`config.mk`:
```
export PLATFORM = sky130hd
export DESIGN_NAME = utf8_stream_decoder_core
export DESIGN_NICKNAME = d
export VERILOG_FILES = /design/src/hdl/utf8sd_pkg.sv /design/src/hdl/utf8sd_decode.sv /design/src/hdl/utf8sd_emit.sv /design/src/hdl/utf8_stream_decoder_core.sv
export SDC_FILE = /design/constraint.sdc
export NUM_CORES = 1
export LEC_CHECK = 0
export CAP_MARGIN = 20
export CORE_MARGIN = 10
export CORE_UTILIZATION = 56
export DETAILED_ROUTE_END_ITERATION = 16
export DONT_BUFFER_PORTS = 1
export PLACE_DENSITY = 0.74
export SYNTH_ARGS = -nofsm -noshare
export SYNTH_HDL_FRONTEND = slang
export SYNTH_SLANG_ARGS = --single-unit
```
`constraint.sdc`:
```
create_clock -name i_clk -period 2.6 [get_ports i_clk]
set_input_delay 0.26 -clock i_clk [delete_from_list [all_inputs] [get_ports i_clk]]
set_output_delay 0.26 -clock i_clk [all_outputs]
set_load 0.01 [all_outputs]
```
`src/hdl/utf8sd_pkg.sv`:
```
// ----------------------------------------------------------------------------
// utf8sd_pkg
// Shared types and constants of the UTF-8 stream decoder.
// ----------------------------------------------------------------------------
package utf8sd_pkg;

    localparam int BYTE_W = 8;
    localparam int CP_W   = 21;
    localparam int LEN_W  = 3;
    localparam int CNT_W  = 3;

    localparam logic [LEN_W-1:0] LEN_NONE = 3'd0;
    localparam logic [LEN_W-1:0] LEN_ONE  = 3'd1;
    localparam logic [LEN_W-1:0] LEN_TWO  = 3'd2;
    localparam logic [LEN_W-1:0] LEN_THREE = 3'd3;
    localparam logic [LEN_W-1:0] LEN_FOUR = 3'd4;

    localparam logic [CP_W-1:0] CP_MIN_TWO   = 21'h00080;
    localparam logic [CP_W-1:0] CP_MIN_THREE = 21'h00800;
    localparam logic [CP_W-1:0] CP_MIN_FOUR  = 21'h10000;
    localparam logic [CP_W-1:0] CP_MAX       = 21'h10FFFF;
    localparam logic [CP_W-1:0] CP_SURR_LO   = 21'h0D800;
    localparam logic [CP_W-1:0] CP_SURR_HI   = 21'h0DFFF;

    // one group of results caused by a single input word: cnt results, all
    // errors except the last, which carries cp and len (an error if len is 0)
    typedef struct packed {
        logic [CNT_W-1:0] cnt;
        logic [CP_W-1:0]  cp;
        logic [LEN_W-1:0] len;
        logic             eot;
    } t_group;

    // range checks made when the final byte of a sequence arrives
    function automatic logic seq_valid(input logic [CP_W-1:0] cp,
                                       input logic [LEN_W-1:0] len);
        logic ok;
        ok = 1'b0;
        case (len)
            LEN_TWO:   ok = (cp >= CP_MIN_TWO);
            LEN_THREE: ok = (cp >= CP_MIN_THREE) &&
                            !((cp >= CP_SURR_LO) && (cp <= CP_SURR_HI));
            LEN_FOUR:  ok = (cp >= CP_MIN_FOUR) && (cp <= CP_MAX);
            default:   ok = 1'b0;
        endcase
        return ok;
    endfunction

endpackage

```
`src/hdl/utf8sd_decode.sv`:
```
// ----------------------------------------------------------------------------
// utf8sd_decode
// Sequence state registers and the per-word decode into a result group.
// ----------------------------------------------------------------------------
module utf8sd_decode import utf8sd_pkg::*; (
    input  logic              i_clk,
    input  logic              i_rst_n,
    input  logic              i_accept,
    input  logic [BYTE_W-1:0] i_data_byte,
    input  logic              i_end_of_text,
    output t_group            o_group
);

    logic [CP_W-1:0]  r_pv, n_pv;
    logic [LEN_W-1:0] r_exp, n_exp;
    logic [LEN_W-1:0] r_bt, n_bt;

    logic [CP_W-1:0]  pv_shift;
    logic [LEN_W-1:0] bt_inc;
    logic             is_cont;
    logic [CNT_W-1:0] err_cnt;
    logic             lead_res;
    logic [CP_W-1:0]  lead_cp;
    logic [LEN_W-1:0] lead_len;
    logic [LEN_W-1:0] lead_seq_len;
    logic [CP_W-1:0]  lead_bits;

    assign is_cont  = (i_data_byte[7:6] == 2'b10);
    assign pv_shift = {r_pv[CP_W-7:0], i_data_byte[5:0]};
    assign bt_inc   = r_bt + LEN_ONE;

    // lead byte classification
    always_comb begin
        lead_seq_len = LEN_NONE;
        lead_bits    = '0;
        if (i_data_byte[7] == 1'b0) begin
            lead_seq_len = LEN_ONE;
        end else if (i_data_byte[7:5] == 3'b110) begin
            lead_seq_len = LEN_TWO;
            lead_bits    = {16'd0, i_data_byte[4:0]};
        end else if (i_data_byte[7:4] == 4'b1110) begin
            lead_seq_len = LEN_THREE;
            lead_bits    = {17'd0, i_data_byte[3:0]};
        end else if (i_data_byte[7:3] == 5'b11110) begin
            lead_seq_len = LEN_FOUR;
            lead_bits    = {18'd0, i_data_byte[2:0]};
        end
    end

    always_comb begin
        n_pv     = r_pv;
        n_exp    = r_exp;
        n_bt     = r_bt;
        err_cnt  = '0;
        lead_res = 1'b0;
        lead_cp  = '0;
        lead_len = LEN_NONE;
        o_group  = '0;
        o_group.eot = i_end_of_text;

        if (r_exp != LEN_NONE && is_cont) begin
            n_pv = pv_shift;
            n_bt = bt_inc;
            if (bt_inc >= r_exp) begin
                if (seq_valid(pv_shift, r_exp)) begin
                    o_group.cnt = 3'd1;
                    o_group.cp  = pv_shift;
                    o_group.len = r_exp;
                end else begin
                    o_group.cnt = r_exp;
                end
                n_pv  = '0;
                n_exp = LEN_NONE;
                n_bt  = LEN_NONE;
            end else if (i_end_of_text) begin
                o_group.cnt = bt_inc;
                n_pv  = '0;
                n_exp = LEN_NONE;
                n_bt  = LEN_NONE;
            end
        end else begin
            // a broken sequence flushes what it took, then this word is a lead
            if (r_exp != LEN_NONE) begin
                err_cnt = r_bt;
            end
            n_pv  = '0;
            n_exp = LEN_NONE;
            n_bt  = LEN_NONE;
            if (lead_seq_len == LEN_ONE) begin
                lead_res = 1'b1;
                lead_cp  = {13'd0, i_data_byte};
                lead_len = LEN_ONE;
            end else if (lead_seq_len == LEN_NONE || i_end_of_text) begin
                lead_res = 1'b1;
            end else begin
                n_pv  = lead_bits;
                n_exp = lead_seq_len;
                n_bt  = LEN_ONE;
            end
            o_group.cnt = err_cnt + {2'd0, lead_res};
            o_group.cp  = lead_cp;
            o_group.len = lead_len;
        end

        if (i_end_of_text) begin
            n_pv  = '0;
            n_exp = LEN_NONE;
            n_bt  = LEN_NONE;
        end
    end

    always_ff @(posedge i_clk) begin
        if (!i_rst_n) begin
            r_pv  <= '0;
            r_exp <= LEN_NONE;
            r_bt  <= LEN_NONE;
        end else if (i_accept) begin
            r_pv  <= n_pv;
            r_exp <= n_exp;
            r_bt  <= n_bt;
        end
    end

endmodule

```
`src/hdl/utf8sd_emit.sv`:
```
// ----------------------------------------------------------------------------
// utf8sd_emit
// Result register: holds one group and hands it out one result per word.
// ----------------------------------------------------------------------------
module utf8sd_emit import utf8sd_pkg::*; (
    input  logic             i_clk,
    input  logic             i_rst_n,
    input  logic             i_load,
    input  t_group           i_group,
    output logic             o_free,
    output logic             o_valid,
    input  logic             i_ready,
    output logic [CP_W-1:0]  o_code_point,
    output logic [LEN_W-1:0] o_seq_length,
    output logic             o_run_last,
    output logic             o_text_done
);

    logic [CNT_W-1:0] r_cnt, n_cnt;
    logic [CP_W-1:0]  r_cp;
    logic [LEN_W-1:0] r_len;
    logic             r_eot;
    logic             last;

    assign last    = (r_cnt == 3'd1);
    assign o_valid = (r_cnt != '0);
    // free when empty, or when the last result of the group leaves now
    assign o_free  = (r_cnt == '0) || (last && i_ready);

    assign o_code_point = last ? r_cp  : '0;
    assign o_seq_length = last ? r_len : LEN_NONE;
    assign o_run_last   = last;
    assign o_text_done  = last && r_eot;

    always_comb begin
        n_cnt = r_cnt;
        if (i_load) begin
            n_cnt = i_group.cnt;
        end else if (o_valid && i_ready) begin
            n_cnt = r_cnt - 3'd1;
        end
    end

    always_ff @(posedge i_clk) begin
        if (!i_rst_n) begin
            r_cnt <= '0;
        end else begin
            r_cnt <= n_cnt;
        end
    end

    always_ff @(posedge i_clk) begin
        if (i_load) begin
            r_cp  <= i_group.cp;
            r_len <= i_group.len;
            r_eot <= i_group.eot;
        end
    end

endmodule

```
`src/hdl/utf8_stream_decoder_core.sv`:
```
// ----------------------------------------------------------------------------
// utf8_stream_decoder_core
// UTF-8 byte stream to Unicode scalar values, with error results.
// ----------------------------------------------------------------------------
// One byte is taken per cycle unless stalled. A byte is decoded in the cycle
// it is accepted; its results go to a result register that hands them out one
// per cycle while the output is ready. While a group of several results
// drains, the input stalls, so a byte that causes n results (n up to 4) holds
// the output until all are taken; the next byte is accepted in the cycle the
// last is taken. Bytes with zero or one result stream at one per cycle.
module utf8_stream_decoder_core import utf8sd_pkg::*; (
    input  logic              i_clk,
    input  logic              i_rst_n,
    input  logic              i_in_valid,
    output logic              o_in_ready,
    input  logic [BYTE_W-1:0] i_data_byte,
    input  logic              i_end_of_text,
    output logic              o_out_valid,
    input  logic              i_out_ready,
    output logic [CP_W-1:0]   o_code_point,
    output logic [LEN_W-1:0]  o_seq_length,
    output logic              o_run_last,
    output logic              o_text_done
);

    logic   accept;
    logic   free;
    t_group group;

    assign o_in_ready = free;
    assign accept     = i_in_valid && free;

    utf8sd_decode u_decode (
        .i_clk         (i_clk),
        .i_rst_n       (i_rst_n),
        .i_accept      (accept),
        .i_data_byte   (i_data_byte),
        .i_end_of_text (i_end_of_text),
        .o_group       (group)
    );

    utf8sd_emit u_emit (
        .i_clk        (i_clk),
        .i_rst_n      (i_rst_n),
        .i_load       (accept),
        .i_group      (group),
        .o_free       (free),
        .o_valid      (o_out_valid),
        .i_ready      (i_out_ready),
        .o_code_point (o_code_point),
        .o_seq_length (o_seq_length),
        .o_run_last   (o_run_last),
        .o_text_done  (o_text_done)
    );

endmodule
```
* Word level (Yosys, flattened, before mapping)
Cells that the tools add are included.
** Operators by class
- Eq/ne operators :: 10
- $lt $le $gt $ge :: 7
- Mux-type cells :: 43
- Reductions and logical operators :: 17
- Add/sub/neg operators :: 3
** Operators with widths (count)
- $mux 15 :: 7
- $mux 3 :: 22
- $mux 24 :: 2
- $mux 27 :: 1
- $ge 21x12->1 const B :: 1
- $ge 21x16->1 const B :: 1
- $ge 21x17->1 const B :: 1
- $ge 21x8->1 const B :: 1
- $le 21x16->1 const B :: 1
- $le 21x21->1 const B :: 1
- $mux 21 :: 1
- $logic_and 1x1->1 :: 8
- $mux 8 :: 1
- $mux 1 :: 7
- $eq 3x1->1 const B :: 2
- $eq 3x2->1 const B :: 2
- $eq 3x3->1 const B :: 2
- $logic_not 3->1 :: 2
- $reduce_bool 3->1 :: 2
- $eq 5x5->1 const B :: 1
- $eq 4x4->1 const B :: 1
- $mux 4 :: 1
- $add 3x1->3 :: 1
- $add 3x1->3 const B :: 1
- other kinds (9) :: 10
** Storage, ports and cells
- Word-level logic and storage cells :: 87
- Register bits :: 49
- Output and inout port bits :: 28

* Depth between registers and ports, before layout
- Depth in word-level cells :: 13
- Gate-level depth with buffers :: 9

* By module
Synthesis repeated with hierarchy kept, for this count alone.
** Unflattened totals
- Cells, all modules :: 241
- Area total of the unflattened synthesis :: 2587.5 µm²
** Modules (own cells, without submodules)
- utf8sd_decode :: area an instance 1436.4 µm², sequential area each 420.4 µm², times used 1, cells each 161
- utf8sd_emit :: area an instance 1144.8 µm², sequential area each 810.8 µm², times used 1, cells each 79
- utf8_stream_decoder_core :: area an instance 6.3 µm², sequential area each 0.0 µm², times used 1, cells each 1

* Worst setup path before layout
Ideal clock, no wire load.
- Kind :: reg-to-reg
- Start point :: reg u_emit.r_cnt[0]
- End point :: reg u_emit.r_cnt[1]
- Slack :: 0.164 ns
- Arrival :: 2.302 ns
- Data required time :: 2.466 ns
- Cell stages (with the launch flop) :: 10
- Setup time :: 0.134 ns
- Path through :: dfxtp_1 > inv_1 > ha_1 > a21oi_1 > or3b_2 > buf_2 > inv_1 > nand2_1 > a311oi_1 > nor4_1
** On the way
- Word-level cells in the longest chain between the ends :: 5
- Elaborated cells on any way between the ends :: 11
- Classes of those cells :: add/sub: 1; eq/ne: 1; mux: 2; reduce/logical: 7
** Ends and longest elaborated chain
- start: declaration :: RTL line utf8sd_emit.sv:19 : logic [CNT_W-1:0] r_cnt, n_cnt;
- start signal: assignment :: RTL line utf8sd_emit.sv:48 : r_cnt <= n_cnt;
- $eq 3x1->1 :: RTL line utf8sd_emit.sv:25 : assign last = (r_cnt == 3'd1);
- $logic_and 1x1->1 :: RTL line utf8sd_emit.sv:28 : assign o_free = (r_cnt == '0) || (last && i_ready);
- $logic_or 1x1->1 (*) :: RTL line utf8sd_emit.sv:28
- $logic_and 1x1->1 (*) :: RTL line utf8_stream_decoder_core.sv:31 : assign accept = i_in_valid && free;
- via accept :: RTL line utf8_stream_decoder_core.sv:26 : logic accept;
- $mux 3 / $reduce_bool 2->1 (equally long branches)
The timed path passes the listed nets; every way through them passes the cells marked *. The select of a mux whose other input is x is not followed.
A chain may end at the register's enable or synchronous reset.

* Worst setup path in the final report
- Start point :: reg u_decode.r_bt[0]
- End point :: reg u_decode.r_pv[2]
** On the way
- Word-level cells in the longest chain between the ends :: 5
** Ends and longest elaborated chain
- start: declaration :: RTL line utf8sd_decode.sv:16 : logic [LEN_W-1:0] r_bt, n_bt;
- start signal: assignment :: RTL line utf8sd_decode.sv:120 : r_bt <= n_bt;
- $add 3x1->3 :: RTL line utf8sd_decode.sv:30 : assign bt_inc = r_bt + LEN_ONE;
- $ge 3x3->1 :: RTL line utf8sd_decode.sv:64 : if (bt_inc >= r_exp) begin
- $mux 15 :: RTL line utf8sd_decode.sv:64
- $mux 15 :: RTL line utf8sd_decode.sv:61 : if (r_exp != LEN_NONE && is_cont) begin
- $mux 15 :: RTL line utf8sd_decode.sv:105 : if (i_end_of_text) begin
- end signal: assignment :: RTL line utf8sd_decode.sv:118 : r_pv <= n_pv;
- end: declaration :: RTL line utf8sd_decode.sv:14 : logic [CP_W-1:0] r_pv, n_pv;
No other way between the ends.

==> summary.md <==
| Metric | Value |
|---|---|
| Outcome | `finished clean` |
| Top FF cell, synth | `edfxtp_1` |
| Met1 global-route usage | `0.1856` |
| Slew @ Worst Pin | `approximately 720 ps` |
| Number of synthesized flops with an enable pin | `25` |
| CTS Buf Count | `5` |
| Power per Cell Area | `803.6 mW/mm^2` |
| Syn Nets | `about 270` |
| Reg clk slew, reported paths | `100 ps` |
| Post-Synth Simple-Gate Area | `0.2617` |
| Synth Register Bits | `49` |
| Syn. warnings | `0` |
| RSZ-0062 raised after global routing | `no` |
| CP Data Arrival Time | `around 2600 ps` |
| Synth Area in Adders | `0.04529` |
| Hold Crit Start | `i_end_of_text` |
| Fin crit share | `0.9018` |
| Worst Path Max Fanout | `12` |
| Avg Inst Size Synth | `10.15 um^2` |
| RR Startpoint | `u_decode.r_bt[0]$_SDFFE_PN0P_` |
| Crit path from | `u_decode.r_bt[0]$_SDFFE_PN0P_` |
| Initial Util | `0.5749` |
| Aggregate global routing overflow | `0` |
| Flop2flop setup slack | `about 260 ps` |
| Max-slew violations | `0` |
| Vias | `1837` |
| Ant. Diodes | `0` |
| Skew-Pair Late Insertion Delay | `300 ps` |
| Setup ws final | `255.3 ps` |
| Slowest CP cell | `dfxtp_1` |
| Layout cells sized above 1 | `0.09717` |
| Synth top area cells | `edfxtp_1, dfxtp_1, and2_1, ha_1, nor2_1` |
| Synth async-reset ratio | `0` |
| Delay of the slowest cell on the worst path | `420 ps` |
| DRC | `0` |
| Core Box Area | `0.004324 mm^2` |
| Area occupied by multi-input gates | `0.001180 mm^2` |
| TritonCTS clock tree | `yes` |
| DP Wirelength | `4141 um` |
| GRT Util Overall | `0.1472` |
| Routed vias/inst | `6.144` |
| WS Path Type | `reg2reg` |
| Max-cap violations | `0` |
| Leak Pwr | `0.9740 nW` |
| Full die area | `0.007505 mm^2` |
| Area leader, netlist | `edfxtp_1` |
| Final Util | `0.6117` |
| DRT Pass-1 Iters | `4` |
| Drt first-iter violations | `156` |
| CTS max path bufs | `2` |
| Worst hold path type | `in2reg` |
| Clock sink count | `49` |
| Fin nets | `268` |
| Post-synth top area share | `0.3020` |
| Post-CTS Setup Bufs | `0` |
| Setup TNS Final | `0 ps` |
| Average routed wire per standard cell | `18.60 um` |
| Die Width | `slightly below 90 um` |
| Pin count of the biggest net entering global routing | `27` |
| Mapped cell area | `0.002486 mm^2` |
| Fill count | `379` |
| Post-synthesis sequential area ratio | `0.4952` |
| Met2 usage | `0.2268` |
| Fmax | `426.5 MHz` |
| Setup violators final | `0` |
| Pre-CTS setup slack | `228.9 ps` |
| Mux contribution to synthesized area | `0.01057` |
| Final wirelength | `5561 um` |
| Compound-Gate Fraction of Synth Area | `0.1454` |
| Die H | `86.63 um` |
| Tmin final | `2345 ps` |
| H-tree Lvls | `2` |
| Number of port buffers | `0` |
| Ports | `41` |
| Initial antenna violation count | `0` |
| FF+latch area | `0.001231 mm^2` |
| Distinct cells, synth | `44` |
| Worst Setup Start Kind | `register` |
| Hold Vio Cnt, Final | `0` |
| Most used routing layer | `met2` |
| Routability cong. | `just over 0.9` |
| Met3 Usage GRT | `0.04972` |
| Crit path cell chain | `ha_1, xor2_1, ha_1, a21oi_1, o21ai_1, buf_4, o21ai_0, nor4b_4, a32o_1` |
| Root Buffer | `clkbuf_8` |
| Antenna-violating nets left | `0` |
| Mapped Cells | `around 250` |
| First-pass GRT wire length | `roughly 8900 um` |
| Layout area overhead | `6.392%` |
| Most used cell, CP | `ha_1` |
| Slew margin rel. | `0.5206` |
| Cell Area, Placed | `0.002547 mm^2` |
| Main combinational cell family by area after synthesis | `simple AND/OR/NAND/NOR gates` |
| Max Clock Skew | `about 11 ps` |
| Site Rows | `24` |
| Vias in the first global route | `1721` |
| CP Capture Type | `register` |
| Peak supply drop | `0.3376 mV` |
| Design area | `0.002645 mm^2` |
| Worst Path Required | `2840 ps` |
| Post-Synth XOR/XNOR Area | `0.007046` |
per-stage QoR:
stage / cells / hold WS, ps / power (mW)
after global placement: 291 / 360.3 / 1.680
after floorplan: 245 / 358.9 / 1.551
after global routing: 299 / 37.22 / 2.262
after CTS: 299 / 53.26 / 2.140
final: 299 / 62.61 / 2.126
after detailed placement: 291 / 360.5 / 1.705
path summary, 6_finish.rpt:
| path | end | cells past startpoint |
|---|---|---|
| worst max register to register | u_decode.r_pv[2]$_SDFFE_PN0P_ | 9 |
| worst min-delay path | u_emit.r_eot$_DFFE_PP_ | 0 |
| worst min register to register | u_decode.r_pv[6]$_SDFFE_PN0P_ | 2 |
| worst max-delay path | u_decode.r_pv[2]$_SDFFE_PN0P_ | 9 |
worst max-delay path: cells and delay by family, from the launching register on:
kind,cells,cell delay (ps)
adder cells (fa/ha/maj),2,520
AND/OR/NAND/NOR,1,380
XOR/XNOR,1,210
buffers and inverters,1,190
AO/OA/AOI/OAI,4,570
flip-flops,1,420
cells by family (layout without fill, tap and decap cells):
logic type | Yosys count | after routing
muxes | 2 | 2
xor gates and xnor gates | 2 | 2
AOI/OAI and AO/OA | 48 | 48
adders and majority gates | 9 | 9
and+or+nand+nor | 114 | 114
buffers and inverters | 21 | 23
DFF | 49 | 49
report_power, final:
group	leakage (nW)	internal, mW	switching, mW	total [mW]
clock	0.0456	0.192	0.256	0.448
sequential	0.437	0.988	0.0450	1.03
combinational	0.491	0.194	0.451	0.645
final cells by class:
type / instances / share of cell area
clock buffer: 6 / 0.02744
multi-input combinational: 175 / 0.4461
timing repair buffer: 7 / 0.01987
inverter: 8 / 0.01135
sequential: 49 / 0.4655
clock inverter: 2 / 0.005203
tap: 52 / 0.02460
routing by layer:
metal  vias to the layer above  share of wire
li1                        886              -
met1                       873           0.44
met2                        68           0.45
met3                        10          0.099
met4                         0          0.014
met5                         -              0
cells in the mapped netlist, types with 2 or more instances:
library cell,count
a21boi_0,5
a21oi_1,6
a221oi_1,2
a22o_1,2
a22oi_1,12
a311oi_1,2
a32o_1,4
a32oi_1,3
and2_1,39
buf_2,3
clkbuf_1,9
dfxtp_1,24
edfxtp_1,25
ha_1,9
inv_1,8
nand2_1,13
nand2b_1,4
nor2_1,27
nor2b_1,6
nor3_1,7
nor3b_1,2
nor4_1,5
nor4_4,2
o21ai_0,3
o31ai_1,3
or2_2,2
state kept, by name, summed over array words and instances, names as in the netlist:
signal and count:
u_decode.r_exp 3, u_decode.r_bt 3, u_emit.r_len 3, u_decode.r_pv 15
u_emit.r_cnt 3, u_emit.r_cp 21, u_emit.r_eot 1
placed cells by master (no fill, tap or decap), types with 3 or more instances in the layout:
| cell | netlist | layout |
|---|---|---|
| inv_1 | 8 | 8 |
| o21ai_0 | 3 | 3 |
| nor3_1 | 7 | 7 |
| ha_1 | 9 | 9 |
| o31ai_1 | 3 | 3 |
| and2_1 | 39 | 39 |
| nor4_1 | 5 | 5 |
| dfxtp_1 | 24 | 24 |
| buf_4 | 1 | 7 |
| clkbuf_8 | 0 | 5 |
| a32oi_1 | 3 | 3 |
| edfxtp_1 | 25 | 25 |
| a22oi_1 | 12 | 12 |
| a21oi_1 | 6 | 6 |
| nor2b_1 | 6 | 6 |
| a21boi_0 | 5 | 5 |
| nor2_1 | 27 | 26 |
| nand2_1 | 13 | 13 |
| nand2b_1 | 4 | 4 |
| a32o_1 | 4 | 4 |
timing repair:
| item | CTS | global route |
|---|---|---|
| hold buffers | 0 | 0 |
| endpoints found under the hold margin | 0 | 0 |
| setup endpoints to repair | 0 | 18 |
| resized for setup | 0 | 2 |
Note: power is estimated with default switching activity, not from simulation.
